### src/hdl/clb_pkg.sv
// Shared constants, types and the microcode table of the cursor list buffer.
`timescale 1ns / 1ps

package clb_pkg;

   // Default list depth
   localparam int CAPACITY_DEFAULT = 16;

   localparam int FUNC_W   = 3;
   localparam int DATA_W   = 32;
   localparam int STATUS_W = 3;

   // Command codes
   localparam logic [FUNC_W-1:0] FUNC_APPEND  = 3'd0;
   localparam logic [FUNC_W-1:0] FUNC_PEEK    = 3'd1;
   localparam logic [FUNC_W-1:0] FUNC_ADVANCE = 3'd2;
   localparam logic [FUNC_W-1:0] FUNC_RETREAT = 3'd3;
   localparam logic [FUNC_W-1:0] FUNC_DELETE  = 3'd4;

   // Status codes
   localparam logic [STATUS_W-1:0] ST_OK      = 3'd0;
   localparam logic [STATUS_W-1:0] ST_EMPTY   = 3'd1;
   localparam logic [STATUS_W-1:0] ST_END     = 3'd2;
   localparam logic [STATUS_W-1:0] ST_HEAD    = 3'd3;
   localparam logic [STATUS_W-1:0] ST_FULL    = 3'd4;
   localparam logic [STATUS_W-1:0] ST_UNKNOWN = 3'd5;

   // Microprogram step addresses
   localparam int STEP_W = 3;
   typedef logic [STEP_W-1:0] step_type;

   localparam step_type STEP_FETCH    = 3'd0;
   localparam step_type STEP_DECODE   = 3'd1;
   localparam step_type STEP_SHIFT_RD = 3'd2;
   localparam step_type STEP_SHIFT_WR = 3'd3;
   localparam step_type STEP_DEL_FIX  = 3'd4;
   localparam step_type STEP_READ     = 3'd5;
   localparam step_type STEP_RESP     = 3'd6;

   // Datapath action of one step
   typedef enum logic [2:0] {
      ACT_NONE,
      ACT_DECIDE,
      ACT_SHIFT_RD,
      ACT_SHIFT_WR,
      ACT_DEL_FIX,
      ACT_READ,
      ACT_RESP
   } action_type;

   // Branch condition of one step
   typedef enum logic [2:0] {
      COND_ALWAYS,
      COND_REQ_BEAT,
      COND_DEL_GO,
      COND_SHIFT_DONE,
      COND_RSP_FREE
   } cond_type;

   typedef struct packed {
      logic       req_ready;
      action_type action;
      cond_type   cond;
      step_type   target_true;
      step_type   target_false;
   } ctrl_word_type;

   // Control store: one word per step
   function automatic ctrl_word_type clb_ucode(input step_type step);
      ctrl_word_type w;
      w = '{1'b0, ACT_NONE, COND_ALWAYS, STEP_FETCH, STEP_FETCH};
      case (step)
         STEP_FETCH:    w = '{1'b1, ACT_NONE,     COND_REQ_BEAT,   STEP_DECODE,  STEP_FETCH};
         STEP_DECODE:   w = '{1'b0, ACT_DECIDE,   COND_DEL_GO,     STEP_SHIFT_RD, STEP_READ};
         STEP_SHIFT_RD: w = '{1'b0, ACT_SHIFT_RD, COND_SHIFT_DONE, STEP_DEL_FIX, STEP_SHIFT_WR};
         STEP_SHIFT_WR: w = '{1'b0, ACT_SHIFT_WR, COND_ALWAYS,     STEP_SHIFT_RD, STEP_SHIFT_RD};
         STEP_DEL_FIX:  w = '{1'b0, ACT_DEL_FIX,  COND_ALWAYS,     STEP_READ,    STEP_READ};
         STEP_READ:     w = '{1'b0, ACT_READ,     COND_ALWAYS,     STEP_RESP,    STEP_RESP};
         STEP_RESP:     w = '{1'b0, ACT_RESP,     COND_RSP_FREE,   STEP_FETCH,   STEP_RESP};
         default:       w = '{1'b0, ACT_NONE,     COND_ALWAYS,     STEP_FETCH,   STEP_FETCH};
      endcase
      return w;
   endfunction

endpackage

### src/hdl/clb_if.sv
// Request and response channel interfaces of the cursor list buffer.
`timescale 1ns / 1ps

interface clb_req_if;
   logic                                 valid;
   logic                                 ready;
   logic [clb_pkg::FUNC_W-1:0]           func;
   logic signed [clb_pkg::DATA_W-1:0]    data_in;

   modport source (output valid, output func, output data_in, input ready);
   modport sink   (input valid, input func, input data_in, output ready);
endinterface

interface clb_rsp_if #(
   parameter int CountWidth = 5
);
   logic                                 valid;
   logic                                 ready;
   logic [clb_pkg::STATUS_W-1:0]         status;
   logic signed [clb_pkg::DATA_W-1:0]    current_value;
   logic [CountWidth-1:0]                list_length;

   modport source (output valid, output status, output current_value,
                   output list_length, input ready);
   modport sink   (input valid, input status, input current_value,
                   input list_length, output ready);
endinterface

### src/hdl/clb_store.sv
// Entry store: one write port, one read port with registered read data.
`timescale 1ns / 1ps

module clb_store #(
   parameter int    Depth     = clb_pkg::CAPACITY_DEFAULT,
   localparam int   AddrWidth = $clog2(Depth)
) (
   input  logic                          clock,
   input  logic                          wr_en,
   input  logic [AddrWidth-1:0]          wr_addr,
   input  logic [clb_pkg::DATA_W-1:0]    wr_data,
   input  logic [AddrWidth-1:0]          rd_addr,
   output logic [clb_pkg::DATA_W-1:0]    rd_data
);

   logic [clb_pkg::DATA_W-1:0] mem [Depth];
   logic [clb_pkg::DATA_W-1:0] rd_data_ff;

   // Write one word
   always_ff @(posedge clock) begin
      if (wr_en) begin
         mem[wr_addr] <= wr_data;
      end
   end

   // Register the read word every cycle
   always_ff @(posedge clock) begin
      rd_data_ff <= mem[rd_addr];
   end

   assign rd_data = rd_data_ff;

endmodule

### src/hdl/cursor_list_buffer_core.sv
// Top level of the cursor list buffer: microcoded sequencer, state and result register.
`timescale 1ns / 1ps
//
// Bounded ordered list of signed 32-bit words with a cursor. Each request beat
// on req_if carries one command (append, peek, advance, retreat, delete) and
// a word used by append; each produces exactly one response beat on rsp_if
// with a status, the word at the cursor (zero when empty) and the list length.
// Both channels use valid/ready; a beat moves when both are high.
// A short microprogram steps the datapath: fetch, decode, read, respond;
// delete adds shift read, shift write and fix-up steps before the read.
// Append, peek, advance, retreat and unknown commands go from the request
// beat through decode and read to the respond step, which registers the
// response. Delete closes the gap behind the cursor one word at a time, a
// shift read and a shift write per entry behind the cursor, before fix-up.
// One item is in work at a time; req_if.ready is high only in the fetch
// step. The response register lets the next request be taken while a
// response waits; a stalled receiver holds the response and, once the next
// result is ready, the sequencer waits in its respond step.
// Synchronous reset empties the list, parks the cursor at the head and drops
// any pending response; store contents are left as they are.
module cursor_list_buffer_core #(
   parameter int  CAPACITY   = clb_pkg::CAPACITY_DEFAULT,
   localparam int IdxWidth   = $clog2(CAPACITY),
   localparam int CountWidth = $clog2(CAPACITY + 1)
) (
   input  logic        clock,
   input  logic        reset,
   clb_req_if.sink     req_if,
   clb_rsp_if.source   rsp_if
);

   // Sequencer
   clb_pkg::step_type      step_ff, step_in;
   clb_pkg::ctrl_word_type cw;
   logic                   cond_true;

   // List state
   logic [CountWidth-1:0]  count_ff, count_in;
   logic [IdxWidth-1:0]    cursor_ff, cursor_in;
   logic [IdxWidth-1:0]    ptr_ff, ptr_in;
   logic [clb_pkg::FUNC_W-1:0]   func_ff, func_in;
   logic [clb_pkg::DATA_W-1:0]   word_ff, word_in;
   logic [clb_pkg::STATUS_W-1:0] status_ff, status_in;

   // Result register
   logic                          rsp_valid_ff, rsp_valid_in;
   logic [clb_pkg::STATUS_W-1:0]  rsp_status_ff, rsp_status_in;
   logic [clb_pkg::DATA_W-1:0]    rsp_value_ff, rsp_value_in;
   logic [CountWidth-1:0]         rsp_length_ff, rsp_length_in;

   // Store port
   logic                          st_wr_en;
   logic [IdxWidth-1:0]           st_wr_addr;
   logic [clb_pkg::DATA_W-1:0]    st_wr_data;
   logic [IdxWidth-1:0]           st_rd_addr;
   logic [clb_pkg::DATA_W-1:0]    st_rd_data;

   logic                          req_beat;
   logic                          rsp_free;
   logic [CountWidth-1:0]         cursor_next_wide;
   logic [CountWidth-1:0]         ptr_next_wide;

   assign cw       = clb_pkg::clb_ucode(step_ff);
   assign req_beat = req_if.valid && cw.req_ready;
   assign rsp_free = !rsp_valid_ff || rsp_if.ready;

   assign cursor_next_wide = CountWidth'(cursor_ff) + CountWidth'(1);
   assign ptr_next_wide    = CountWidth'(ptr_ff) + CountWidth'(1);

   // Pick the branch condition
   always_comb begin
      case (cw.cond)
         clb_pkg::COND_ALWAYS:     cond_true = 1'b1;
         clb_pkg::COND_REQ_BEAT:   cond_true = req_beat;
         clb_pkg::COND_DEL_GO:     cond_true = (func_ff == clb_pkg::FUNC_DELETE)
                                               && (count_ff != '0);
         clb_pkg::COND_SHIFT_DONE: cond_true = (ptr_next_wide >= count_ff);
         clb_pkg::COND_RSP_FREE:   cond_true = rsp_free;
         default:                  cond_true = 1'b1;
      endcase
   end

   assign step_in = cond_true ? cw.target_true : cw.target_false;

   // Datapath driven by the current control word
   always_comb begin
      count_in      = count_ff;
      cursor_in     = cursor_ff;
      ptr_in        = ptr_ff;
      func_in       = func_ff;
      word_in       = word_ff;
      status_in     = status_ff;
      st_wr_en      = 1'b0;
      st_wr_addr    = ptr_ff;
      st_wr_data    = st_rd_data;
      st_rd_addr    = cursor_ff;
      rsp_valid_in  = rsp_valid_ff && !rsp_if.ready;
      rsp_status_in = rsp_status_ff;
      rsp_value_in  = rsp_value_ff;
      rsp_length_in = rsp_length_ff;

      // Latch the command on the request beat
      if (req_beat) begin
         func_in = req_if.func;
         word_in = req_if.data_in;
      end

      case (cw.action)
         clb_pkg::ACT_DECIDE: begin
            status_in = clb_pkg::ST_OK;
            case (func_ff)
               clb_pkg::FUNC_APPEND: begin
                  if (count_ff >= CountWidth'(CAPACITY)) begin
                     status_in = clb_pkg::ST_FULL;
                  end else begin
                     if (count_ff == '0) begin
                        cursor_in = '0;
                     end
                     st_wr_en   = 1'b1;
                     st_wr_addr = count_ff[IdxWidth-1:0];
                     st_wr_data = word_ff;
                     count_in   = count_ff + CountWidth'(1);
                  end
               end
               clb_pkg::FUNC_PEEK: begin
                  if (count_ff == '0) begin
                     status_in = clb_pkg::ST_EMPTY;
                  end
               end
               clb_pkg::FUNC_ADVANCE: begin
                  if (count_ff == '0) begin
                     status_in = clb_pkg::ST_EMPTY;
                  end else if (cursor_next_wide >= count_ff) begin
                     status_in = clb_pkg::ST_END;
                  end else begin
                     cursor_in = cursor_ff + IdxWidth'(1);
                  end
               end
               clb_pkg::FUNC_RETREAT: begin
                  if (count_ff == '0) begin
                     status_in = clb_pkg::ST_EMPTY;
                  end else if (cursor_ff == '0) begin
                     status_in = clb_pkg::ST_HEAD;
                  end else begin
                     cursor_in = cursor_ff - IdxWidth'(1);
                  end
               end
               clb_pkg::FUNC_DELETE: begin
                  if (count_ff == '0) begin
                     status_in = clb_pkg::ST_EMPTY;
                  end else begin
                     ptr_in = cursor_ff;
                  end
               end
               default: begin
                  status_in = clb_pkg::ST_UNKNOWN;
               end
            endcase
         end
         clb_pkg::ACT_SHIFT_RD: begin
            // Fetch the successor; the address wraps harmlessly on the last pass
            st_rd_addr = ptr_next_wide[IdxWidth-1:0];
         end
         clb_pkg::ACT_SHIFT_WR: begin
            // Move the successor down one place
            st_wr_en   = 1'b1;
            st_wr_addr = ptr_ff;
            st_wr_data = st_rd_data;
            ptr_in     = ptr_ff + IdxWidth'(1);
         end
         clb_pkg::ACT_DEL_FIX: begin
            count_in = count_ff - CountWidth'(1);
            if (cursor_ff != '0) begin
               cursor_in = cursor_ff - IdxWidth'(1);
            end
         end
         clb_pkg::ACT_READ: begin
            st_rd_addr = cursor_ff;
         end
         clb_pkg::ACT_RESP: begin
            if (rsp_free) begin
               rsp_valid_in  = 1'b1;
               rsp_status_in = status_ff;
               rsp_value_in  = (count_ff != '0) ? st_rd_data : '0;
               rsp_length_in = count_ff;
            end
         end
         default: begin
         end
      endcase
   end

   // Hold control state
   always_ff @(posedge clock) begin
      if (reset) begin
         step_ff      <= clb_pkg::STEP_FETCH;
         count_ff     <= '0;
         cursor_ff    <= '0;
         rsp_valid_ff <= 1'b0;
      end else begin
         step_ff      <= step_in;
         count_ff     <= count_in;
         cursor_ff    <= cursor_in;
         rsp_valid_ff <= rsp_valid_in;
      end
   end

   // Hold payload
   always_ff @(posedge clock) begin
      ptr_ff        <= ptr_in;
      func_ff       <= func_in;
      word_ff       <= word_in;
      status_ff     <= status_in;
      rsp_status_ff <= rsp_status_in;
      rsp_value_ff  <= rsp_value_in;
      rsp_length_ff <= rsp_length_in;
   end

   clb_store #(
      .Depth (CAPACITY)
   ) u_store (
      .clock   (clock),
      .wr_en   (st_wr_en),
      .wr_addr (st_wr_addr),
      .wr_data (st_wr_data),
      .rd_addr (st_rd_addr),
      .rd_data (st_rd_data)
   );

   assign req_if.ready         = cw.req_ready;
   assign rsp_if.valid         = rsp_valid_ff;
   assign rsp_if.status        = rsp_status_ff;
   assign rsp_if.current_value = rsp_value_ff;
   assign rsp_if.list_length   = rsp_length_ff;

`ifndef NO_ASSERTIONS
   // List never grows past its capacity
   a_count_bound: assert property (@(posedge clock) disable iff (reset)
      count_ff <= CountWidth'(CAPACITY))
      else $error("list length beyond capacity");

   // Cursor sits inside a non-empty list and at the head of an empty one
   a_cursor_range: assert property (@(posedge clock) disable iff (reset)
      (count_ff == '0) ? (cursor_ff == '0)
                       : (CountWidth'(cursor_ff) < count_ff))
      else $error("cursor outside the list");

   // Shift writes only stay inside the held entries
   a_shift_inside: assert property (@(posedge clock) disable iff (reset)
      (step_ff == clb_pkg::STEP_SHIFT_WR) |-> (ptr_next_wide < count_ff))
      else $error("shift beyond the tail");

   // Length changes only in decode or delete fix-up
   a_count_steps: assert property (@(posedge clock) disable iff (reset)
      !$stable(count_ff) |-> ($past(step_ff) == clb_pkg::STEP_DECODE ||
                              $past(step_ff) == clb_pkg::STEP_DEL_FIX))
      else $error("length changed outside decode or delete");

   // A new response is loaded only from the respond step
   a_rsp_load: assert property (@(posedge clock) disable iff (reset)
      $rose(rsp_valid_ff) |-> ($past(step_ff) == clb_pkg::STEP_RESP))
      else $error("response raised outside respond step");
`endif

endmodule
### src/flat_wrapper.sv
// flat-port wrapper written by rule: the top's interface ports become plain ports
module cursor_list_buffer_core_flat 
#(
   parameter int  CAPACITY   = clb_pkg::CAPACITY_DEFAULT,
   localparam int IdxWidth   = $clog2(CAPACITY),
   localparam int CountWidth = $clog2(CAPACITY + 1)
)
  (clock, reset, req_if_valid, req_if_func, req_if_data_in, req_if_ready, rsp_if_valid, rsp_if_status, rsp_if_current_value, rsp_if_list_length, rsp_if_ready);
  clb_req_if req_if_i ();
  clb_rsp_if rsp_if_i ();
  input  logic clock;
  input  logic reset;
  input wire logic [$bits(req_if_i.valid)-1:0] req_if_valid;
  input wire logic [$bits(req_if_i.func)-1:0] req_if_func;
  input wire logic [$bits(req_if_i.data_in)-1:0] req_if_data_in;
  output wire logic [$bits(req_if_i.ready)-1:0] req_if_ready;
  output wire logic [$bits(rsp_if_i.valid)-1:0] rsp_if_valid;
  output wire logic [$bits(rsp_if_i.status)-1:0] rsp_if_status;
  output wire logic [$bits(rsp_if_i.current_value)-1:0] rsp_if_current_value;
  output wire logic [$bits(rsp_if_i.list_length)-1:0] rsp_if_list_length;
  input wire logic [$bits(rsp_if_i.ready)-1:0] rsp_if_ready;
  assign req_if_i.valid = req_if_valid;
  assign req_if_i.func = req_if_func;
  assign req_if_i.data_in = req_if_data_in;
  assign req_if_ready = req_if_i.ready;
  assign rsp_if_valid = rsp_if_i.valid;
  assign rsp_if_status = rsp_if_i.status;
  assign rsp_if_current_value = rsp_if_i.current_value;
  assign rsp_if_list_length = rsp_if_i.list_length;
  assign rsp_if_i.ready = rsp_if_ready;
  cursor_list_buffer_core #(.CAPACITY(CAPACITY)) u_core (.clock(clock), .reset(reset), .req_if(req_if_i), .rsp_if(rsp_if_i));
endmodule
### config.mk
export PLATFORM = sky130hd
export DESIGN_NAME = cursor_list_buffer_core_flat
export DESIGN_NICKNAME = d
export VERILOG_FILES = /design/src/hdl/clb_pkg.sv /design/src/hdl/clb_if.sv /design/src/hdl/clb_store.sv /design/src/hdl/cursor_list_buffer_core.sv /design/src/flat_wrapper.sv
export SDC_FILE = /design/constraint.sdc
export NUM_CORES = 1
export LEC_CHECK = 0
export ABC_AREA = 1
export ABC_CLOCK_PERIOD_IN_PS = 4600
export BUFFER_PORTS_ARGS = -buffer_cell sky130_fd_sc_hd__buf_2
export CORE_UTILIZATION = 54
export CTS_CLUSTER_DIAMETER = 40
export DETAILED_ROUTE_END_ITERATION = 7
export GPL_ROUTABILITY_DRIVEN = 0
export PLACE_DENSITY = 0.71
export SYNTH_ARGS = -nofsm -noshare
export SYNTH_HDL_FRONTEND = slang
export SYNTH_HIERARCHICAL = 1
export SYNTH_SLANG_ARGS = --single-unit
### constraint.sdc
create_clock -name clock -period 4.6 [get_ports clock]
set_clock_uncertainty 0.1 [all_clocks]
set_input_delay 0.23 -clock clock [delete_from_list [all_inputs] [get_ports clock]]
set_output_delay 0.23 -clock clock [all_outputs]
set_load 0.01 [all_outputs]
## After elaboration in Yosys (flattened, before gate mapping)

Memory sizes are Yosys's and may differ from the RTL's. A register that Yosys moved wholly into a read port is not among the register bits.
Index checks and enable logic that the tools add are counted.

- Register bits after elaboration: 95
- Bits in writable memories: 512
- Bits of input ports: 39
- Output and inout bits: 42
- Word-level logic and storage cells: 111
- Memories kept: 1

- $add $sub $neg: 7
- Magnitude comparators: 3
- Equal/unequal tests: 31
- Multiplexer cells: 39
- Reductions and logical operators: 19

Memories:

| memory | words | width | rd ports | clocked after memory_dff | wr ports | line | RTL |
|---|---|---|---|---|---|---|---|
| u_core.u_store.mem | 16 | 32 | 1 | 1 | 1 | clb_store.sv:16 | `logic [clb_pkg::DATA_W-1:0] mem [Depth];` |

Operators with widths:

| cell | number |
|---|---|
| 2-to-1 mux 32 bit | 3 |
| case mux 13 bit (7 select lines) | 1 |
| 2-to-1 mux 4 bit | 13 |
| == test 3 x 2 -> 1 bit, second input constant | 8 |
| == test 3 bit, second input constant | 7 |
| case mux 4 bit (2 select lines) | 2 |
| inequality test 3 bit, second input constant | 5 |
| == test 3 x 1 -> 1 bit, second input constant | 4 |
| 2-to-1 mux 3 bit | 4 |
| case mux 3 bit (4 select lines) | 1 |
| case mux 4 bit (3 select lines) | 1 |
| adder 4 x 1 -> 5 bit, second input constant | 2 |
| >= comparator 5 bit | 2 |
| 2-to-1 mux 5 bit | 2 |
| case mux 5 bit (2 select lines) | 1 |
| AND reduction 9 bit | 1 |
| adder 4 x 1 -> 4 bit, second input constant | 2 |
| 2-to-1 mux 1 bit | 7 |
| logical NOT 3 bit | 2 |
| inequality test 2 bit, second input constant | 3 |
| AND reduction 3 bit | 2 |
| adder 5 x 1 -> 5 bit, second input constant | 1 |
| >= comparator 5 bit, second input constant | 1 |
| logical NOT 5 bit | 1 |
| other kinds (17) | 23 |

## Logic depth before layout (Yosys ltp)

Gate-level depths: netlist of run 1.

- Depth after elaboration: 6
- Depth in mapped cells: 16
- Gate-level depth less buffers: 15

## Cells and area by module

Netlist of run 1, hierarchy kept.

Modules (own cells, without submodules):

| module | instances | cells each | area each (um^2) | sequential area each (um^2) |
|---|---|---|---|---|
| clb_store | 1 | 2,120 | 22,730.6 | 16,015.4 |
| cursor_list_buffer_core | 1 | 422 | 4,588.2 | 2,722.6 |

## Least setup slack after synthesis of run 1

No wires, ideal clock.

- Path kind: reg-to-reg
- Start: reg u_core.step_ff[1]
- End: reg with a tool-made name
- Setup time: 111 ps
- Arrival time: 3,427 ps
- Required time: 4,389 ps
- Path slack: 962 ps
- Cell stages (with the launch flop): 10
- Path buffers: 0
- Clock period less this slack: 3,638 ps
- Cells stage by stage: dfxtp_1 inv_1 nor2_1 nand2_1 a21oi_1 nor2_1 nand3_1 nand3_1 inv_1 nor2_1

RTL lines:

| element | line | RTL |
|---|---|---|
| from (decl) | cursor_list_buffer_core.sv:33 | `clb_pkg::step_type step_ff, step_in;` |
| from (signal assigned) | cursor_list_buffer_core.sv:196 | `step_ff <= clb_pkg::STEP_FETCH;` |
| from (signal assigned) | cursor_list_buffer_core.sv:201 | `step_ff <= step_in;` |

## Worst setup path after layout of run 1

- Start: reg u_core.step_ff[0]
- End: mem u_core/u_store/mem[14][29] in the netlist's numbering, enable pin

- Elaborated cells on any way between the ends: 14
- Classes of those cells: eq/ne (8); mux (5); reduce/logical (1)

RTL lines:

| element | line | RTL |
|---|---|---|
| == test 3 bit (tied with other cells) | clb_pkg.sv:72 | `case (step)` |
| case mux 13 bit (7 select lines) (*) | clb_pkg.sv:72 |  |
| == test 3 x 1 -> 1 bit (*) | cursor_list_buffer_core.sv:108 | `case (cw.action)` |
| 2-to-1 mux 4 bit (*) | cursor_list_buffer_core.sv:108 |  |
| via u_core.st_wr_addr[3] | cursor_list_buffer_core.sv:53 | `logic [IdxWidth-1:0] st_wr_addr;` |
| to (decl) | clb_store.sv:16 |  |

Mark *: on every way through the listed nets, which the timed path passes. The rest lies on a longest branch.

==> flow_summary.ini, run 1 <==
[outcome]
status = finished clean

[cells_and_area]
fin_nets = 2728
num_antenna_cells = 0
multi_input_area_sq_mm = 0.00627
area_growth_syn_to_layout_pct = 16.4
instances_no_fill = 3413
final-seq-area_sq_mm = 0.0187
stdcell_area_sq_mm = 0.0318
nFillCells = 3769
drive_gt1_share_pct = 12.0

[floorplanning]
die_area_sq_mm = 0.0515
die-height_um = 227
boundaryPins = 81
rows = 82
core_area_sq_mm = 0.0501
die_x_um = 227
initial_core_util_pct = 54.6

[setup_path]
cp.depth = 9
crit_type = reg -> reg
crit_path_max_fanout = 18
crit_family = simple AND/OR/NAND/NOR gates
crit_required_ns = 4.82
cpPeakStageDelay_ns = 0.66
cp_cell_sequence = inv_2 > nor3_4 > nand2_4 > nor2_4 > nand2_1 > o21ai_0 > nand3_1 > nor2_4 > buf_12
reg2reg_from = u_core/step_ff[0]$_SDFF_PP0_
crit_buf_inv = 2
cp-startpoint = u_core/step_ff[0]$_SDFF_PP0_
cp-start-kind = flop
cpMostUsedCell = nor2_4
crit_path_top_delay_cell = nor2_4
crit_path_end_kind = flop
worst_ep_arrival_time_ns = 3.94
reg2reg_depth = 9

[place]
port_buffers = 80
place_hpwl_um = 34400
dpl.cell_count = 3217
placed_area_sq_mm = 0.0285
pre_cts_slack_ns = 1.01

[worst_hold_path]
min_path_cells = 3
hold_path_class = in -> reg
min_from = rsp_if_ready

[routing]
detail_route.first_pass.iterations = 5
ant_nets = 0
vias = 18300
drc = 0
drtIter0Drc = 1821
wl_per_cell_um = 18.8
drt_wl_total_um = 64300
vias_per_cell = 5.35

[timing]
slew_violations = 0
tns_ns = 0
hold_viol = 0
setup_viol = 0
rsz0062_at_grt = false
holdWs_ns = 0.210
finalCriticalPeriod_ns = 3.72
setup_ws_ns = 0.876
slew_headroom_pct = 22.6
worstMarginPinSlew_ns = 1.16
fmax_mhz = 269
fin_crit_sh_pct = 81.0

[global_route]
global_route.usage.total_pct = 25.8
grt_max_degree = 149
grt_pass1_wl_um = 99600
grt_overflow = 0
antenna_found_initial = 0
grt_pass1_vias = 18200

[pwr]
power_density_mw_per_mm2 = 652
p_leak_nw = 13.5
vdd_drop_max_mv = 0.511

[logic_synthesis]
synth_area_sq_mm = 0.0273
avgSynthCellArea_sq_um = 10.7
yosysWarnings = 6
ys_ff_latch = 639
synthFlopType = edfxtp_1
synth_edf_count = 594
async_reset_ff_share_pct = 0
synth-seq-area-share_pct = 68.6
synth.net_count = 2599
syn_inst = 2542
synthDistinctLibCells = 40

[clock_tree]
cts_max_path_buffers = 3
cts_tree = done
clk_pin_slew_worst_paths_ns = 0.06
cts_made_buffers = 86
cts_setup_buffers = 0
clock-sinks = 639
cts_resized = 0
clkLatencyLatePin_ns = 0.62
clockRootBuffer = clkbuf_16
htreeDepth = 3

[run]
cap_violations = 0
-- per-stage QoR --
step / power [mW] / utilization [%]
after floorplan: 12.4 / -
after global placement: 13.8 / 56.8
after detailed placement: 14.0 / 56.8
after CTS: 20.8 / 63.5
after global routing: 21.8 / 63.5
final: 20.7 / 63.5
-- metal layers --
layer / part of all wire (%) / up-vias / wire length, um / GRT usage (%)
met5: 0 / - / 0 / 0
met4: 3.3 / 0 / 2140 / 11.3
met3: 7.8 / 156 / 5020 / 4.56
met2: 48 / 787 / 31000 / 42.5
met1: 41 / 8764 / 26100 / 33.7
li1: - / 8558 / - / -
-- kinds of logic after synthesis --
family	Yosys count	share of synthesized area, %
AO/OA/AOI/OAI	45	0.916
XOR/XNOR	8	0.256
adder cells (fa/ha/maj)	18	0.852
buffers and inverters	573	9.12
flip-flops	639	68.6
multiplexers	32	1.32
AND/OR/NAND/NOR	1227	18.9
-- worst reg2reg max path, stage by stage (launching register included) --
cell	delay, ns
dfxtp_1	0.46
inv_2	0.10
nor3_4	0.38
nand2_4	0.13
nor2_4	0.54
nand2_1	0.14
o21ai_0	0.23
nand3_1	0.44
nor2_4	0.66
buf_12	0.25
-- final timing paths --
kind	slack, ns	endpoint
worst max-delay path	0.88	u_core/u_store/mem[14][29]$_DFFE_PP_
worst min-delay path	0.21	u_core/rsp_if.list_length[2]$_DFFE_PP_
worst max register to register	0.88	u_core/u_store/mem[14][29]$_DFFE_PP_
worst min register to register	0.32	u_core/rsp_if.status[2]$_DFFE_PP_
-- cell usage after synthesis, types with 18 or more instances --
library cell,number,share of area (%)
mux2_2,31,1.3
edfxtp_1,594,65
clkbuf_1,18,0.25
nand2_1,768,11
a21oi_1,19,0.35
nand3_1,400,7.3
buf_6,32,1.3
inv_1,456,6.3
buf_2,41,0.75
nor2_1,42,0.58
dfxtp_1,45,3.3
-- power by group --
group | leakage (nW) | internal (mW) | switching, mW
logic | 6.30 | 1.70 | 4.44
clock network | 1.43 | 4.23 | 2.56
registers | 5.74 | 7.59 | 0.233
-- final cells by class --
| type | instances | share of cell area [%] |
|---|---|---|
| clock inverter | 59 | 2.18 |
| clock buffer | 99 | 7.18 |
| timing repair buffer | 155 | 3.96 |
| tap | 672 | 2.64 |
| multi-input combinational | 1330 | 19.7 |
| inverter | 459 | 5.45 |
| sequential | 639 | 58.9 |
-- layout by cell type, fill, tap and decap left out, types with 3 or more instances in the layout --
master and count:
nand2_1 768, edfxtp_1 594, inv_1 454, nand3_1 400
clkbuf_16 88, buf_2 80, dfxtp_1 45, dlygate4sd3_1 38
mux2_2 31, nor2_1 26, buf_4 21, a21oi_1 18
nor2_4 17, ha_1 17, buf_12 16, o21ai_0 13
bufinv_16 11, clkinvlp_4 10, clkinv_2 10, clkinv_4 9
inv_6 8, clkinv_1 8, clkbuf_1 7, xor2_1 5
clkbuf_8 4, o21ai_4 4, nand4_1 4, inv_2 3
xnor2_1 3, nand3b_1 3
-- repair_timing --
action                                 in CTS  in global routing
endpoints found under the hold margin      42                  0
hold buffers                               38                  0
setup endpoints to repair                   0                  0
-- flip-flops by register name (all words and copies together) (netlist names), 2 cells and up, named ones only --
signal                       cells
u_core/rsp_if.current_value     32
u_core/word_ff                  32
u_core/rsp_if.status             3
u_core/step_ff                   2
u_core/rsp_if.list_length        5
u_core/status_ff                 3
u_core/cursor_ff                 4
u_core/count_ff                  5
u_core/u_store/rd_data          32
u_core/u_store/mem             512
u_core/ptr_ff                    4
u_core/func_ff                   3
No activity file was read; power rests on OpenSTA's default activity.
==> inputs of run 2 (changes only) <==
- ABC_CLOCK_PERIOD_IN_PS: 4600 -> 3360
- PLACE_DENSITY: 0.71 -> 0.73
- clock period: 4.6 -> 3.36 ns (I/O delays scaled with it)
==> flow_summary.ini, run 2 (same netlist as run 1, synthesis figures left out) <==
[routing]
vias = 18400
drt_wl_total_um = 65200
detail_route.first_pass.iterations = 7
wl_per_cell_um = 18.9
vias_per_cell = 5.35
drtIter0Drc = 1894
ant_nets = 0
drc = 0

[clock_tree]
cts_tree = done
htreeDepth = 3
cts_max_path_buffers = 3
clockRootBuffer = clkbuf_16
clk_pin_slew_worst_paths_ns = 0.06
clock-sinks = 639
clkLatencyLatePin_ns = 0.62
cts_made_buffers = 87

[cells_and_area]
drive_gt1_share_pct = 12.6
stdcell_area_sq_mm = 0.0320
multi_input_area_sq_mm = 0.00627
layout_common_cells = nand2_1 (768), edfxtp_1 (594), inv_1 (454)
regMostFlops = u_core/u_store/mem
fin_nets = 2753
final-seq-area_sq_mm = 0.0187
num_antenna_cells = 0
nFillCells = 3745
area_growth_syn_to_layout_pct = 17.1
instances_no_fill = 3443
largest_reg_flops = 512
layout_commonest_cell = nand2_1

[timing]
fin_crit_sh_pct = 89.7
hold_viol = 0
setup_viol = 0
rsz0062_at_grt = false
fmax_mhz = 332
worstMarginPinSlew_ns = 0.813
finalCriticalPeriod_ns = 3.01
slew_violations = 0
slew_headroom_pct = 45.6

[place]
placed_area_sq_mm = 0.0287
dpl.cell_count = 3241
place_hpwl_um = 35200
port_buffers = 80

[global_route]
grt_max_degree = 152
grt_overflow = 0
global_route.usage.total_pct = 25.9
grt_pass1_wl_um = 100000
grt_pass1_vias = 18100
antenna_found_initial = 0

[setup_path]
crit_buf_inv = 2
crit_path_top_delay_cell = edfxtp_1
crit_path_end_kind = flop
cp-start-kind = flop
crit_family = simple AND/OR/NAND/NOR gates
crit_path_max_fanout = 13
crit_type = reg -> reg
cpPeakStageDelay_ns = 0.42
crit_required_ns = 3.55
worst_ep_arrival_time_ns = 3.21
cp_cell_sequence = inv_1 > nand2_1 > nor2_1 > nand2_4 > nor2_4 > nor2_1 > a21oi_1 > nand3b_1 > nor2_4 > buf_4

[pwr]
p_total_mw = 28.4
vdd_drop_max_mv = 0.712
p_leak_nw = 13.6
power_density_mw_per_mm2 = 887

[floorplanning]
die_x_um = 227
die_area_sq_mm = 0.0515
die-height_um = 227
rows = 82
core_area_sq_mm = 0.0501
initial_core_util_pct = 54.6
boundaryPins = 81

[worst_hold_path]
hold_path_class = in -> reg

[run]
cap_violations = 0

[outcome]
status = finished clean
==> run 2: cell types whose count changed in the layout (fill, tap and decap cells not counted), sizes merged <==
cell      before  now
inv          468  478
clkinv        29   32
buf          117  141
bufinv        11    5
clkbuf        99  106
clkinvlp      10    2
==> run 2: final timing paths <==
check | from | endpoint | slack (ns) | cells after the start
min | req_if_data_in[11] | u_core/word_ff[11]$_DFFE_PP_ | 0.15 | 2
max | u_core/func_ff[0]$_DFFE_PP_ | u_core/u_store/mem[6][7]$_DFFE_PP_ | 0.35 | 10
max reg2reg | u_core/func_ff[0]$_DFFE_PP_ | u_core/u_store/mem[6][7]$_DFFE_PP_ | 0.35 | 10
min reg2reg | u_core/status_ff[0]$_DFFE_PN_ | u_core/rsp_if.status[0]$_DFFE_PP_ | 0.32 | 0
==> run 2: per-layer routing <==
metal  global-route usage (%)  routed length (um)  up-vias
met2                     42.9               31900      857
li1                         -                   -     8604
met5                        0                   0        -
met4                     10.5                2180        0
met3                     4.54                5560      162
met1                     33.9               25600     8796
==> run 2: final cells by class <==
| class | instances | share of cell area, % |
|---|---|---|
| Clock inverter | 58 | 1.85 |
| Clock buffer | 106 | 7.26 |
| Sequential cell | 639 | 58.6 |
| Multi-Input combinational cell | 1330 | 19.6 |
| Tap cell | 672 | 2.63 |
| Inverter | 459 | 5.41 |
| Timing Repair Buffer | 179 | 4.69 |
==> run 2: timing repair <==
item                      in CTS  in global routing
buffers inserted               0                  0
resized for setup              0                  0
hold endpoints to repair      48                  0
hold buffers                  38                  0
==> run 2: power by group <==
group / internal, mW / switching (mW) / total (mW)
logic: 2.50 / 6.17 / 8.67
registers: 10.4 / 0.315 / 10.7
clock network: 5.43 / 3.59 / 9.02
==> run 2: worst register-to-register path, stage by stage, from the launching register on <==
cell	delay, ns
edfxtp_1	0.42
inv_1	0.09
nand2_1	0.09
nor2_1	0.34
nand2_4	0.12
nor2_4	0.23
nor2_1	0.07
a21oi_1	0.29
nand3b_1	0.39
nor2_4	0.24
buf_4	0.33
==> run 2: through the flow <==
stage | util [%] | setup slack [ns] | hold WS, ns | TNS, ns
after floorplan | - | -0.175 | 0.137 | -55.63
after global placement | 57.3 | 0.462 | 0.246 | 0
after detailed placement | 57.3 | 0.406 | 0.246 | 0
after CTS | 63.9 | 0.397 | 0.117 | 0
after global routing | 63.9 | 0.229 | 0.132 | 0
final | 63.9 | 0.346 | 0.146 | 0
==> inputs of run 3 (changes only) <==
- CORE_UTILIZATION: 54 -> 32
- PLACE_DENSITY: 0.73 -> default
==> flow_summary.ini, run 3 (same netlist as run 1, synthesis figures left out) <==
[outcome]
status = finished clean

[cells_and_area]
fin_nets = 2758
final_core_util_pct = 39.0
drive_gt1_share_pct = 13.1
nFillCells = 8113
layout_commonest_cell = nand2_1
largest_reg_flops = 512
area_growth_syn_to_layout_pct = 20.1
layout_common_cells = nand2_1 (768), edfxtp_1 (594), inv_1 (453)
num_antenna_cells = 0
regMostFlops = u_core/u_store/mem

[setup_path]
crit_type = reg -> reg
worst_ep_arrival_time_ns = 3.33
cp-start-kind = flop
crit_path_end_kind = flop
crit_path_max_fanout = 14
crit_required_ns = 3.59

[global_route]
grt_pass1_wl_um = 102000
grt_max_degree = 129
global_route.usage.total_pct = 15.6
grt_overflow = 0
grt_pass1_vias = 17100
antenna_found_initial = 0

[worst_hold_path]
hold_path_class = in -> reg

[run]
cap_violations = 0

[routing]
drtIter0Drc = 1456
ant_nets = 0
drc = 0
wl_per_cell_um = 17.1
detail_route.first_pass.iterations = 6
vias_per_cell = 4.52
vias = 17700
drt_wl_total_um = 66700

[clock_tree]
clockRootBuffer = clkbuf_16
clk_pin_slew_worst_paths_ns = 0.06
clkLatencyLatePin_ns = 0.64
cts_tree = done
cts_max_path_buffers = 3
clock-sinks = 639
cts_made_buffers = 92
cts_resized = 0
htreeDepth = 3

[timing]
hold_viol = 0
worstMarginPinSlew_ns = 0.821
fin_crit_sh_pct = 92.4
slew_headroom_pct = 45.1
tns_ns = 0
slew_violations = 0
setup_ws_ns = 0.255
rsz0062_at_grt = false
setup_viol = 0
finalCriticalPeriod_ns = 3.11
fmax_mhz = 322

[floorplanning]
rows = 106
core_area_sq_mm = 0.0841
initial_core_util_pct = 32.5
die-height_um = 294
boundaryPins = 81
die_x_um = 294
die_area_sq_mm = 0.0865

[pwr]
power_density_mw_per_mm2 = 886
vdd_drop_max_mv = 0.604
p_leak_nw = 13.7

[place]
place_hpwl_um = 37200
pre_cts_slack_ns = 0.327
port_buffers = 80
-- run 3: changes by cell type in the layout (fill, tap and decap cells not counted), moves of 3 or more --
cell and delta:
bufinv_16 +5, clkbuf_1 -5, clkinvlp_4 +5, inv_6 +5
buf_12 +3, clkbuf_16 +3
-- run 3: critical path, stage by stage (launching register included) --
cell and delay (ns):
edfxtp_1 0.43, inv_1 0.08, nand2_1 0.09, nor2_1 0.34, nand2_4 0.13, nor2_4 0.20, nor2_1 0.06, a21oi_1 0.25
nand3b_1 0.36, nor2_4 0.51, buf_12 0.23
-- run 3: report_power, final --
group / switching (mW) / internal, mW
Sequential: 0.313 / 10.4
Clock: 3.74 / 5.92
Combinational: 6.21 / 2.50
-- run 3: stage by stage --
stage                     std cells  area, sq um  hold WS, ns  power [mW]
final                          3911        32800       0.0461        29.1
after detailed placement       3704        29300        0.246        19.7
after global routing           3911        32800       0.0590        30.7
after global placement         3704        29300        0.245        19.6
after CTS                      3911        32800       0.0158        29.4
after floorplan                2542        27300        0.137        16.9
-- run 3: final timing paths --
kind | from | cells past startpoint | endpoint | slack, ns
worst max-delay path | u_core/func_ff[0]$_DFFE_PP_ | 10 | u_core/u_store/mem[5][14]$_DFFE_PP_ | 0.25
worst min-delay path | req_if_valid | 6 | u_core/step_ff[1]$_SDFF_PP0_ | 0.05
worst max register to register | u_core/func_ff[0]$_DFFE_PP_ | 10 | u_core/u_store/mem[5][14]$_DFFE_PP_ | 0.25
worst min register to register | u_core/status_ff[0]$_DFFE_PN_ | 0 | u_core/rsp_if.status[0]$_DFFE_PP_ | 0.32
-- run 3: per-layer routing --
metal | GRT usage [%] | wire length [um] | vias up
li1 | - | - | 8615
met1 | 20.9 | 29500 | 8491
met2 | 25.8 | 32100 | 487
met3 | 2.29 | 3850 | 98
met4 | 4.87 | 1330 | 0
met5 | 0 | 0 | -
-- run 3: area by class of cell --
class                           count  area, sq um  share of cell area [%]
Multi-Input combinational cell   1330         6270                    19.1
Timing Repair Buffer              179         1540                    4.68
Sequential cell                   639        18700                    57.1
Inverter                          459         1730                    5.27
Clock inverter                     68          761                    2.32
Clock buffer                      102         2350                    7.16
Tap cell                         1134         1420                    4.32
-- run 3: repair_timing --
item                                   4_1_cts  5_1_grt
endpoints found under the hold margin       51        0
setup buffers                                0        0
hold buffers                                37        0
